## config.mk

```make
export PLATFORM = sky130hd
export DESIGN_NAME = midi_serial_bridge
export DESIGN_NICKNAME = d
export VERILOG_FILES = /design/src/design/msb_pkg.sv /design/src/design/midi_serial_bridge.sv /design/src/design/msb_ram.sv
export VERILOG_INCLUDE_DIRS = /design/src /design/src/design
export SDC_FILE = /design/constraint.sdc
export NUM_CORES = 2
export LEC_CHECK = 0
export BUFFER_PORTS_ARGS = -buffer_cell sky130_fd_sc_hd__clkbuf_2
export CAP_MARGIN = 0
export CELL_PAD_IN_SITES_DETAIL_PLACEMENT = 1
export CELL_PAD_IN_SITES_GLOBAL_PLACEMENT = 1
export CORE_MARGIN = 8
export CORE_UTILIZATION = 45
export DETAILED_ROUTE_END_ITERATION = 10
export PLACE_DENSITY = 0.81
export SKIP_CTS_REPAIR_TIMING = 1
export SLEW_MARGIN = 20
export SYNTH_ARGS = -nofsm -noshare
export SYNTH_HDL_FRONTEND = slang
export SYNTH_SLANG_ARGS = --single-unit
export TNS_END_PERCENT = 30
```

## constraint.sdc

```tcl
create_clock -name clock -period 3.8 [get_ports clock]
set_clock_uncertainty 0.1 [all_clocks]
set_input_delay 0.76 -clock clock [delete_from_list [all_inputs] [get_ports clock]]
set_output_delay 0.76 -clock clock [all_outputs]
set_load 0.1 [all_outputs]
```

## src/design/midi_serial_bridge_defines.svh

```systemverilog
// Assertion macros for the MIDI serial bridge.
// Included by files that carry concurrent checks; depends on nothing else.
`ifndef MIDI_SERIAL_BRIDGE_DEFINES_SVH
`define MIDI_SERIAL_BRIDGE_DEFINES_SVH
`ifndef SYNTHESIS
// Check that a property holds at every rising edge outside reset
`define MSB_ASSERT(lbl, clk, rst, prop, msg) \
   lbl: assert property (@(posedge clk) disable iff (rst) prop) else $error(msg);
// Check that a condition never occurs outside reset
`define MSB_ASSERT_NEVER(lbl, clk, rst, cond, msg) \
   lbl: assert property (@(posedge clk) disable iff (rst) !(cond)) else $error(msg);
`else
`define MSB_ASSERT(lbl, clk, rst, prop, msg)
`define MSB_ASSERT_NEVER(lbl, clk, rst, cond, msg)
`endif
`endif

```

## src/design/msb_pkg.sv

```systemverilog
// Shared types and constants of the MIDI serial bridge.
// No dependencies; imported by the top level.
`default_nettype none
package msb_pkg;

   // Item modes
   typedef enum logic [1:0] {
      MODE_PUSH = 2'd0,
      MODE_TICK = 2'd1,
      MODE_RECV = 2'd2
   } mode_type;

   // Serial control arming: external clock selected and transfer started
   localparam logic [7:0] ARM_MASK  = 8'h81;
   localparam logic [7:0] ARM_VALUE = 8'h80;

   localparam logic [3:0] BITS_PER_BYTE = 4'd8;
   localparam logic [2:0] RECV_LAST     = 3'd7;

   // Register port
   localparam int CSR_AW    = 3;
   localparam int CSR_DW    = 32;
   localparam int CSR_IDX_W = CSR_AW - 2;
   localparam logic [CSR_IDX_W-1:0] CSR_IDX_ENABLE = '0;

   typedef struct packed {
      logic [1:0] mode;
      logic [7:0] host_byte;
      logic [7:0] serial_control;
      logic       bit_in;
   } req_type;

   typedef struct packed {
      logic       bit_out_valid;
      logic       bit_out;
      logic       rx_byte_valid;
      logic [7:0] rx_byte;
      logic       byte_dropped;
      logic       not_enabled;
   } rsp_type;

endpackage
`default_nettype wire

```

## src/design/midi_serial_bridge.sv

```systemverilog
// MIDI serial bridge: accepts one transaction per cycle when the result side keeps up,
// and returns one result per transaction, held first in the input register and then in
// the result register. Host bytes wait in a ring of RING_DEPTH entries (RING_DEPTH-1
// usable) held in one RAM; the oldest byte is kept in a head register so a tick can
// load it at once, and after a load the next head is fetched from the RAM in the
// following cycle, well before the eight ticks that the byte in flight takes. The ring
// needs no clearing pass after reset.
// Depends on msb_pkg, msb_ram and midi_serial_bridge_defines.svh.
`default_nettype none
`include "midi_serial_bridge_defines.svh"
module midi_serial_bridge
   import msb_pkg::*;
#(
   parameter int RING_DEPTH = 256
) (
   input  wire logic                clock,
   input  wire logic                reset,
   // Input channel
   input  wire logic                req_valid,
   output logic                     req_ready,
   input  wire logic [1:0]          req_mode,
   input  wire logic [7:0]          req_host_byte,
   input  wire logic [7:0]          req_serial_control,
   input  wire logic                req_bit_in,
   // Result channel
   output logic                     rsp_valid,
   input  wire logic                rsp_ready,
   output logic                     rsp_bit_out_valid,
   output logic                     rsp_bit_out,
   output logic                     rsp_rx_byte_valid,
   output logic [7:0]               rsp_rx_byte,
   output logic                     rsp_byte_dropped,
   output logic                     rsp_not_enabled,
   // Register port
   input  wire logic                psel,
   input  wire logic                penable,
   input  wire logic                pwrite,
   input  wire logic [CSR_AW-1:0]   paddr,
   input  wire logic [CSR_DW-1:0]   pwdata,
   output logic      [CSR_DW-1:0]   prdata,
   output logic                     pready
);

   localparam int AW = $clog2(RING_DEPTH);
   localparam logic [AW-1:0] LAST_IDX = AW'(RING_DEPTH - 1);

   // Pipeline registers
   logic    in_valid_ff, in_valid_in;
   req_type in_ff;
   logic    out_valid_ff, out_valid_in;
   rsp_type out_ff, out_in;
   logic    advance;

   // Block state
   logic          enabled_ff, enabled_in;
   logic [AW-1:0] rd_ff, rd_in, wr_ff, wr_in;
   logic [AW-1:0] rd_next, wr_next;
   logic [7:0]    head_ff, head_in;
   logic          refill_ff, refill_in;
   logic [7:0]    send_shift_ff, send_shift_in;
   logic [3:0]    send_left_ff, send_left_in;
   logic [7:0]    recv_shift_ff, recv_shift_in;
   logic [2:0]    recv_count_ff, recv_count_in;

   // Ring and datapath helpers
   logic       ring_empty, ring_full, armed, load, send;
   logic [7:0] shift_src, recv_new;
   logic [3:0] left_src;
   logic       ram_we;
   logic [7:0] ram_rd_data;
   logic       csr_wr;

   // Advance the input register into the result register
   assign advance   = in_valid_ff && (!out_valid_ff || rsp_ready);
   assign req_ready = !in_valid_ff || advance;

   always_comb begin
      in_valid_in = in_valid_ff;
      if (req_valid && req_ready) begin
         in_valid_in = 1'b1;
      end else if (advance) begin
         in_valid_in = 1'b0;
      end
      out_valid_in = out_valid_ff;
      if (advance) begin
         out_valid_in = 1'b1;
      end else if (rsp_ready) begin
         out_valid_in = 1'b0;
      end
   end

   // Ring pointers wrap at the ring depth
   assign rd_next    = (rd_ff == LAST_IDX) ? '0 : rd_ff + AW'(1);
   assign wr_next    = (wr_ff == LAST_IDX) ? '0 : wr_ff + AW'(1);
   assign ring_empty = (rd_ff == wr_ff);
   assign ring_full  = (wr_next == rd_ff);

   // Tick: load the head when nothing is in flight, then send the top bit
   assign armed     = ((in_ff.serial_control & ARM_MASK) == ARM_VALUE);
   assign load      = armed && (send_left_ff == '0) && !ring_empty;
   assign send      = armed && ((send_left_ff != '0) || !ring_empty);
   assign shift_src = load ? head_ff : send_shift_ff;
   assign left_src  = load ? BITS_PER_BYTE : send_left_ff;
   assign recv_new  = {recv_shift_ff[6:0], in_ff.bit_in};

   // Process the held transaction
   always_comb begin
      out_in        = '0;
      rd_in         = rd_ff;
      wr_in         = wr_ff;
      head_in       = refill_ff ? ram_rd_data : head_ff;
      refill_in     = 1'b0;
      send_shift_in = send_shift_ff;
      send_left_in  = send_left_ff;
      recv_shift_in = recv_shift_ff;
      recv_count_in = recv_count_ff;
      ram_we        = 1'b0;
      if (!enabled_ff) begin
         out_in.not_enabled = 1'b1;
      end else begin
         unique case (in_ff.mode)
            MODE_PUSH: begin
               if (ring_full) begin
                  out_in.byte_dropped = 1'b1;
               end else begin
                  ram_we = advance;
                  wr_in  = wr_next;
                  // Bypass the RAM when the ring is empty
                  if (ring_empty) begin
                     head_in = in_ff.host_byte;
                  end
               end
            end
            MODE_TICK: begin
               if (send) begin
                  out_in.bit_out_valid = 1'b1;
                  out_in.bit_out       = shift_src[7];
                  send_shift_in        = {shift_src[6:0], 1'b0};
                  send_left_in         = left_src - 4'd1;
                  if (load) begin
                     rd_in     = rd_next;
                     refill_in = (rd_next != wr_ff);
                  end
               end
            end
            MODE_RECV: begin
               if (recv_count_ff == RECV_LAST) begin
                  out_in.rx_byte_valid = 1'b1;
                  out_in.rx_byte       = recv_new;
                  recv_shift_in        = '0;
                  recv_count_in        = '0;
               end else begin
                  recv_shift_in = recv_new;
                  recv_count_in = recv_count_ff + 3'd1;
               end
            end
            default: begin
            end
         endcase
      end
   end

   // Byte ring; the read port always fetches the entry after the head
   msb_ram #(
      .WIDTH(8),
      .DEPTH(RING_DEPTH)
   ) u_ring (
      .clock  (clock),
      .wr_en  (ram_we),
      .wr_addr(wr_ff),
      .wr_data(in_ff.host_byte),
      .rd_addr(rd_next),
      .rd_data(ram_rd_data)
   );

   // Register port
   assign pready = 1'b1;
   assign csr_wr = psel && penable && pwrite && pready;

   always_comb begin
      enabled_in = enabled_ff;
      if (csr_wr && (paddr[CSR_AW-1:2] == CSR_IDX_ENABLE)) begin
         enabled_in = pwdata[0];
      end
      prdata = '0;
      if (paddr[CSR_AW-1:2] == CSR_IDX_ENABLE) begin
         prdata[0] = enabled_ff;
      end
   end

   // Control state
   always_ff @(posedge clock) begin
      if (reset) begin
         in_valid_ff   <= 1'b0;
         out_valid_ff  <= 1'b0;
         enabled_ff    <= 1'b0;
         rd_ff         <= '0;
         wr_ff         <= '0;
         refill_ff     <= 1'b0;
         send_shift_ff <= '0;
         send_left_ff  <= '0;
         recv_shift_ff <= '0;
         recv_count_ff <= '0;
      end else begin
         in_valid_ff  <= in_valid_in;
         out_valid_ff <= out_valid_in;
         enabled_ff   <= enabled_in;
         refill_ff    <= advance ? refill_in : 1'b0;
         if (advance) begin
            rd_ff         <= rd_in;
            wr_ff         <= wr_in;
            send_shift_ff <= send_shift_in;
            send_left_ff  <= send_left_in;
            recv_shift_ff <= recv_shift_in;
            recv_count_ff <= recv_count_in;
         end
      end
   end

   // Payload registers
   always_ff @(posedge clock) begin
      if (req_valid && req_ready) begin
         in_ff <= '{mode: req_mode, host_byte: req_host_byte,
                    serial_control: req_serial_control, bit_in: req_bit_in};
      end
      if (advance) begin
         out_ff  <= out_in;
         head_ff <= head_in;
      end else if (refill_ff) begin
         head_ff <= ram_rd_data;
      end
   end

   assign rsp_valid         = out_valid_ff;
   assign rsp_bit_out_valid = out_ff.bit_out_valid;
   assign rsp_bit_out       = out_ff.bit_out;
   assign rsp_rx_byte_valid = out_ff.rx_byte_valid;
   assign rsp_rx_byte       = out_ff.rx_byte;
   assign rsp_byte_dropped  = out_ff.byte_dropped;
   assign rsp_not_enabled   = out_ff.not_enabled;

   // Head refill must land before the next load from the ring
   `MSB_ASSERT_NEVER(a_load_during_refill, clock, reset, advance && enabled_ff && (in_ff.mode == MODE_TICK) && load && refill_ff, "ring load while head refill pending")
   // A pending refill implies the ring still holds a byte
   `MSB_ASSERT(a_refill_nonempty, clock, reset, refill_ff |-> (rd_ff != wr_ff), "head refill with empty ring")
   // Bits in flight never exceed one byte
   `MSB_ASSERT(a_send_left_range, clock, reset, send_left_ff <= BITS_PER_BYTE, "send bit count out of range")

endmodule
`default_nettype wire

```

## src/design/msb_ram.sv

```systemverilog
// Generic single-write, single-read RAM with registered read data.
// No dependencies; holds the bridge's byte ring.
`default_nettype none
module msb_ram #(
   parameter int WIDTH = 8,
   parameter int DEPTH = 256
) (
   input  wire logic                     clock,
   input  wire logic                     wr_en,
   input  wire logic [$clog2(DEPTH)-1:0] wr_addr,
   input  wire logic [WIDTH-1:0]         wr_data,
   input  wire logic [$clog2(DEPTH)-1:0] rd_addr,
   output logic      [WIDTH-1:0]         rd_data
);

   logic [WIDTH-1:0] mem [DEPTH];

   // Write one entry when wr_en is set, read one entry every cycle
   always_ff @(posedge clock) begin
      if (wr_en) begin
         mem[wr_addr] <= wr_data;
      end
      rd_data <= mem[rd_addr];
   end

endmodule
`default_nettype wire
```

=== Yosys cells after proc, flatten, opt, wreduce, memory -nomap -nowiden ===
Memory sizes are Yosys's and may differ from the RTL's. A register that Yosys moved wholly into a read port is not among the register bits.
Index checks and enable logic that the tools add are counted.

* Mux-type cells: 26
* Equality and inequality tests: 9
* Bitwise operators: 7
* $add $sub $neg: 4
* Reductions and logical operators: 29

{| class="wikitable"
|+ Operators with widths
! kind !! count
|-
| 2-to-1 mux 8 bit || 9
|-
| adder 8 x 1 -> 8 bit, second input constant || 2
|-
| == test 8 bit || 2
|-
| == test 8 bit, second input constant || 2
|-
| 2-to-1 mux 1 bit || 12
|-
| 2-to-1 mux 9 bit || 1
|-
| AND reduction 3 bit || 3
|-
| logical AND 1 bit || 8
|-
| != test 8 bit || 1
|-
| AND reduction 4 bit || 2
|-
| 2-to-1 mux 7 bit || 1
|-
| inverter 1 bit || 7
|-
| AND reduction 2 bit || 3
|-
| OR reduction 6 bit || 1
|-
| AND reduction 5 bit || 1
|-
| == test 2 bit, second input constant || 2
|-
| logical NOT 4 bit || 1
|-
| 2-to-1 mux 4 bit || 1
|-
| nonzero test 2 bit || 2
|-
| nonzero test 4 bit || 1
|-
| subtractor 4 x 1 -> 4 bit, second input constant || 1
|-
| adder 3 x 1 -> 3 bit, second input constant || 1
|-
| == test 3 bit, second input constant || 1
|-
| logical NOT 1 bit || 3
|-
| 5 further kinds || 7
|}

* Input bits: 61
* Memories kept: 1
* Memory bits (writable): 2048
* Register bits after elaboration: 81

{| class="wikitable"
|+ Memories
! memory !! words !! bits a word !! read ports !! clocked after Yosys merged registers in !! wr ports !! RTL line !! RTL
|-
| u_ring.mem || 256 || 8 || 1 || 1 || 1 || msb_ram.sv:16 || <nowiki>logic [WIDTH-1:0] mem [DEPTH];</nowiki>
|}

=== Logic depth before layout (Yosys ltp) ===
* Depth in word-level cells: 8
* Gate-level depth with buffers: 16

=== By module ===
From an unflattened synthesis, not the netlist that was laid out.

* Cells, all modules: 4188
* Area total of the unflattened synthesis: 83819.1 um^2

{| class="wikitable"
|+ Modules (own cells, without submodules)
! module !! area an instance (um^2) !! cells each !! sequential area each (um^2) !! times used
|-
| msb_ram || 79556.3 || 3733 || 61659.1 || 1
|-
| midi_serial_bridge || 4262.8 || 455 || 1761.7 || 1
|}

=== Least setup slack after synthesis ===
Ideal clock, no wire load.

* Path type: reg2reg
* Start point: reg in_ff[9] (netlist bit)
* End point: mem u_ring.mem[0][0] (data pin)
* Path slack: -0.360 ns
* Stages on the path, launching flop included: 1
* Arrival: 3.240 ns
* Period minus slack after synthesis: 4.160 ns
* Cells stage by stage: edfxtp_1

{| class="wikitable"
|+ RTL lines
! element !! RTL line !! RTL
|-
| start, declared || midi_serial_bridge.sv:49 || <nowiki>req_type in_ff;</nowiki>
|-
| start signal, assigned || midi_serial_bridge.sv:223 || <nowiki>in_ff <= '{mode: req_mode, host_byte: req_host_byte,</nowiki>
|-
| end, declared || msb_ram.sv:16 ||
|}

Straight into the memory's write port.

=== Worst setup path in the final report ===
* Start point: reg wr_ff[2]
* End point: mem u_ring.mem[233][2] (enable)

* Cells in the longest elaborated chain, start to end: 8

{| class="wikitable"
|+ RTL lines
! element !! RTL line !! RTL
|-
| start, declared || midi_serial_bridge.sv:56 || <nowiki>logic [AW-1:0] rd_ff, rd_in, wr_ff, wr_in;</nowiki>
|-
| start signal, assigned || midi_serial_bridge.sv:211 || <nowiki>wr_ff <= wr_in;</nowiki>
|-
| adder 8 x 1 -> 8 bit / == test 8 bit (equally long branches) || midi_serial_bridge.sv:94 || <nowiki>assign wr_next = (wr_ff == LAST_IDX) ? '0 : wr_ff + AW'(1);</nowiki>
|-
| 2-to-1 mux 8 bit || midi_serial_bridge.sv:94 ||
|-
| == test 8 bit || midi_serial_bridge.sv:96 || <nowiki>assign ring_full = (wr_next == rd_ff);</nowiki>
|-
| 2-to-1 mux 1 bit || midi_serial_bridge.sv:123 || <nowiki>if (ring_full) begin</nowiki>
|-
| 2-to-1 mux 1 bit || midi_serial_bridge.sv:121 || <nowiki>unique case (in_ff.mode)</nowiki>
|-
| 2-to-1 mux 1 bit || midi_serial_bridge.sv:118 || <nowiki>if (!enabled_ff) begin</nowiki>
|-
| 2-to-1 mux 1 bit || msb_ram.sv:20 || <nowiki>if (wr_en) begin</nowiki>
|-
| 2-to-1 mux 1 bit (implied by the code) || msb_ram.sv:21 || <nowiki>mem[wr_addr] <= wr_data;</nowiki>
|}

Parallel ways exist; a longest one is shown, timed or not.

==> results.sh <==
export IMPL_n_fill_cell=16610
export IMPL_num_vias=47960
export IMPL_layout_nets=4868
export IMPL_leakagePower_nw=29.51
export IMPL_track_usage=0.2548
export IMPL_finalMaxSlewViolations=0
export IMPL_areaGrowthSynthToFinish_pct=15.32
export IMPL_syn_inst=4459
export IMPL_clkSinkCount=2131
export IMPL_hold_class="in2reg"
export IMPL_cts_buffers=203
export IMPL_max_vdd_ir_drop_uv=390.4
export IMPL_yosys_area_top_type="edfxtp_1"
export IMPL_drt_vias_per_instance=6.436
export IMPL_grt_pass1_wl_um=367000
export IMPL_cts_reportedPaths_clkPinSlew_ps=70
export IMPL_port_buffers=37
export IMPL_antenna_found_initial=6
export IMPL_netlist_top_cells_count="2074 x edfxtp_1, 388 x mux4_2, 336 x nand2_1"
export IMPL_gp_congestion=0.9349
export IMPL_cap_viol_max_count=0
export IMPL_start_util=0.4518
export IMPL_drt_antenna_violating_nets=0
export IMPL_wl_um=262800
export IMPL_insertion_delay_ps=900
export IMPL_synth_area_top_cells="edfxtp_1 75%, mux4_2 10%, mux2i_1 1.7%"
export IMPL_fp_dieW_um=446.8
export IMPL_synth_top_area_frac=0.7457
export IMPL_clk_path_buf_depth=3
export IMPL_status="finished with violations"
export IMPL_cts_tree="yes"
export IMPL_relSlewSlack=0.2004
export IMPL_dieArea_um2=199600
export IMPL_post_synth_top_count_cell="edfxtp_1"
export IMPL_synth_seq_cells=2131
export IMPL_setup_viol=76
export IMPL_synthFlopType="edfxtp_1"
export IMPL_die_h_um=446.8
export IMPL_drt_pass1_iter_count=10
export IMPL_ios=109
export IMPL_power_mw=47.05
export IMPL_synth_edf_count=2074
export IMPL_cp_start_kind="flip-flop"
export IMPL_grt_pass1_vias=49880
export IMPL_max_clock_freq_mhz=257.6
export IMPL_drt_wirelength_per_cell_um=35.26
export IMPL_fin_crit_ps=3882
export IMPL_crit_path_end_kind="flip-flop"
export IMPL_dp_hpwl_um=161400
export IMPL_fin_crit_sh=1.022
export IMPL_seq_area_frac_synth=0.7594
export IMPL_htree_levels=4
export IMPL_setup_ws_ps=-82.23
export IMPL_cts_root_buf="clkbuf_16"
export IMPL_synth_area_um2=83520
export IMPL_drt_iter0_markers=7377
export IMPL_drc=0
export IMPL_tns_ps=-2560
export IMPL_worstPathArrival_ps=4290
export IMPL_hold_viol_final=0
export IMPL_cp_required_ps=4210
export IMPL_synth_area_per_cell_um2=18.73
export IMPL_critPathKind="reg2reg"
export IMPL_power_density_nw_per_um2=488.5
export IMPL_core_um2=184800
export IMPL_cp_max_fo=21
export IMPL_grt_overflow_total=0
export IMPL_drive_above_1_share=0.2571
export IMPL_rsz0062_at_grt="true"
export IMPL_num_rows=158
export IMPL_async_reset_ff_frac=0
export IMPL_tightest_slew_ps=1199
export IMPL_yosysUniqueCellTypes=79
export IMPL_grt_max_degree=186
export IMPL_yosysWarnings=0
export IMPL_violations="negative setup slack"
[critical path, cell delays in order, from the launching register on]
cell	delay (ps)
dfxtp_1	530
and3_1	360
nand3_1	230
a21boi_0	330
o32a_1	220
o32ai_1	140
a21oi_2	200
buf_12	190
nand4_1	150
buf_4	260
nor2_1	770
[metal layers]
| metal | GRT usage | vias up | share of wire |
|---|---|---|---|
| li1 | - | 18640 | - |
| met1 | 0.3171 | 24920 | 0.35 |
| met2 | 0.4051 | 3504 | 0.47 |
| met3 | 0.07271 | 890 | 0.12 |
| met4 | 0.1396 | 4 | 0.064 |
| met5 | 0.0002404 | - | 0.00011 |
[report_power, final]
part	internal, mW	switching, mW
logic	0.0706	0.614
registers	25.8	0.0327
clock network	11.4	9.12
[flip-flops by register name (all words and copies together), names as in the netlist, 3 cells and up]
name / count
u_ring.mem: 2048
in_ff: 13
head_ff: 8
rd_ff: 8
rsp_rx_byte: 8
u_ring.rd_data: 8
wr_ff: 8
recv_shift_ff: 7
send_shift_ff: 7
send_left_ff: 4
recv_count_ff: 3
[through the flow]
step	cell area, um^2	hold WS [ps]	cells	worst slack (ps)	utilization
detailed placement	88820	354.7	7053	-340.0	0.4805
global route	96310	84.02	7450	-133.4	0.5210
CTS	95500	-91.91	7427	-550.4	0.5167
finish	96310	101.7	7452	-82.23	0.5211
floorplan	83630	332.7	4489	-360.1	-
global placement	88810	356.3	7053	-137.7	0.4805
[path summary, 6_finish.rpt]
path,start,to,slack (ps),cells after the start
max reg2reg,wr_ff[2],u_ring.mem[233][2],-80,10
min,rsp_ready,rsp_valid,100,4
min reg2reg,send_shift_ff[6],send_shift_ff[7],390,2
max,wr_ff[2],u_ring.mem[233][2],-80,10
[final cells by class]
cell class	count	area [um^2]	share of cell area
Sequential cell	2131	63420	0.6585
Timing Repair Buffer	410	3921	0.04071
Tap cell	2480	3103	0.03222
Inverter	11	41.29	0.0004287
Multi-Input combinational cell	2041	19130	0.1987
Antenna cell	5	12.51	0.0001299
Clock buffer	247	5265	0.05467
Clock inverter	127	1414	0.01468
[cells by family (layout without fill, tap and decap cells)]
kind of cell             count (synthesis)  after routing  share of synthesized area
AO/OA/AOI/OAI                          511            511                    0.04244
XOR/XNOR                                34             34                   0.003566
adder cells (fa/ha/maj)                  9              9                   0.001348
buffers and inverters                  317            795                    0.02156
flip-flops                            2131           2131                     0.7594
multiplexers                           552            552                     0.1246
other                                    2             37                 0.00008992
AND/OR/NAND/NOR                        903            903                    0.04701
[cell usage in the layout, fill, tap and decap left out, drive strengths merged, types with 15 or more instances in the layout]
master and instances:
and3 15, a21oi 119, o21ai 44, o22ai 58, nor4 30, mux2i 141
a22oi 75, xor2 15, and2 16, a31oi 30, clkbuf 287, conb 32
clkinv 93, a211oi 23, nor3 23, nand2 336, xnor2 19, edfxtp 2074
buf 357, nor2 328, mux4 388, a22o 23, o211ai 16, inv 18
a32oi 16, nand3 90, dfxtp 57, mux2 23, bufinv 22, a221oi 24
Power figures use the tool's default switching activity.
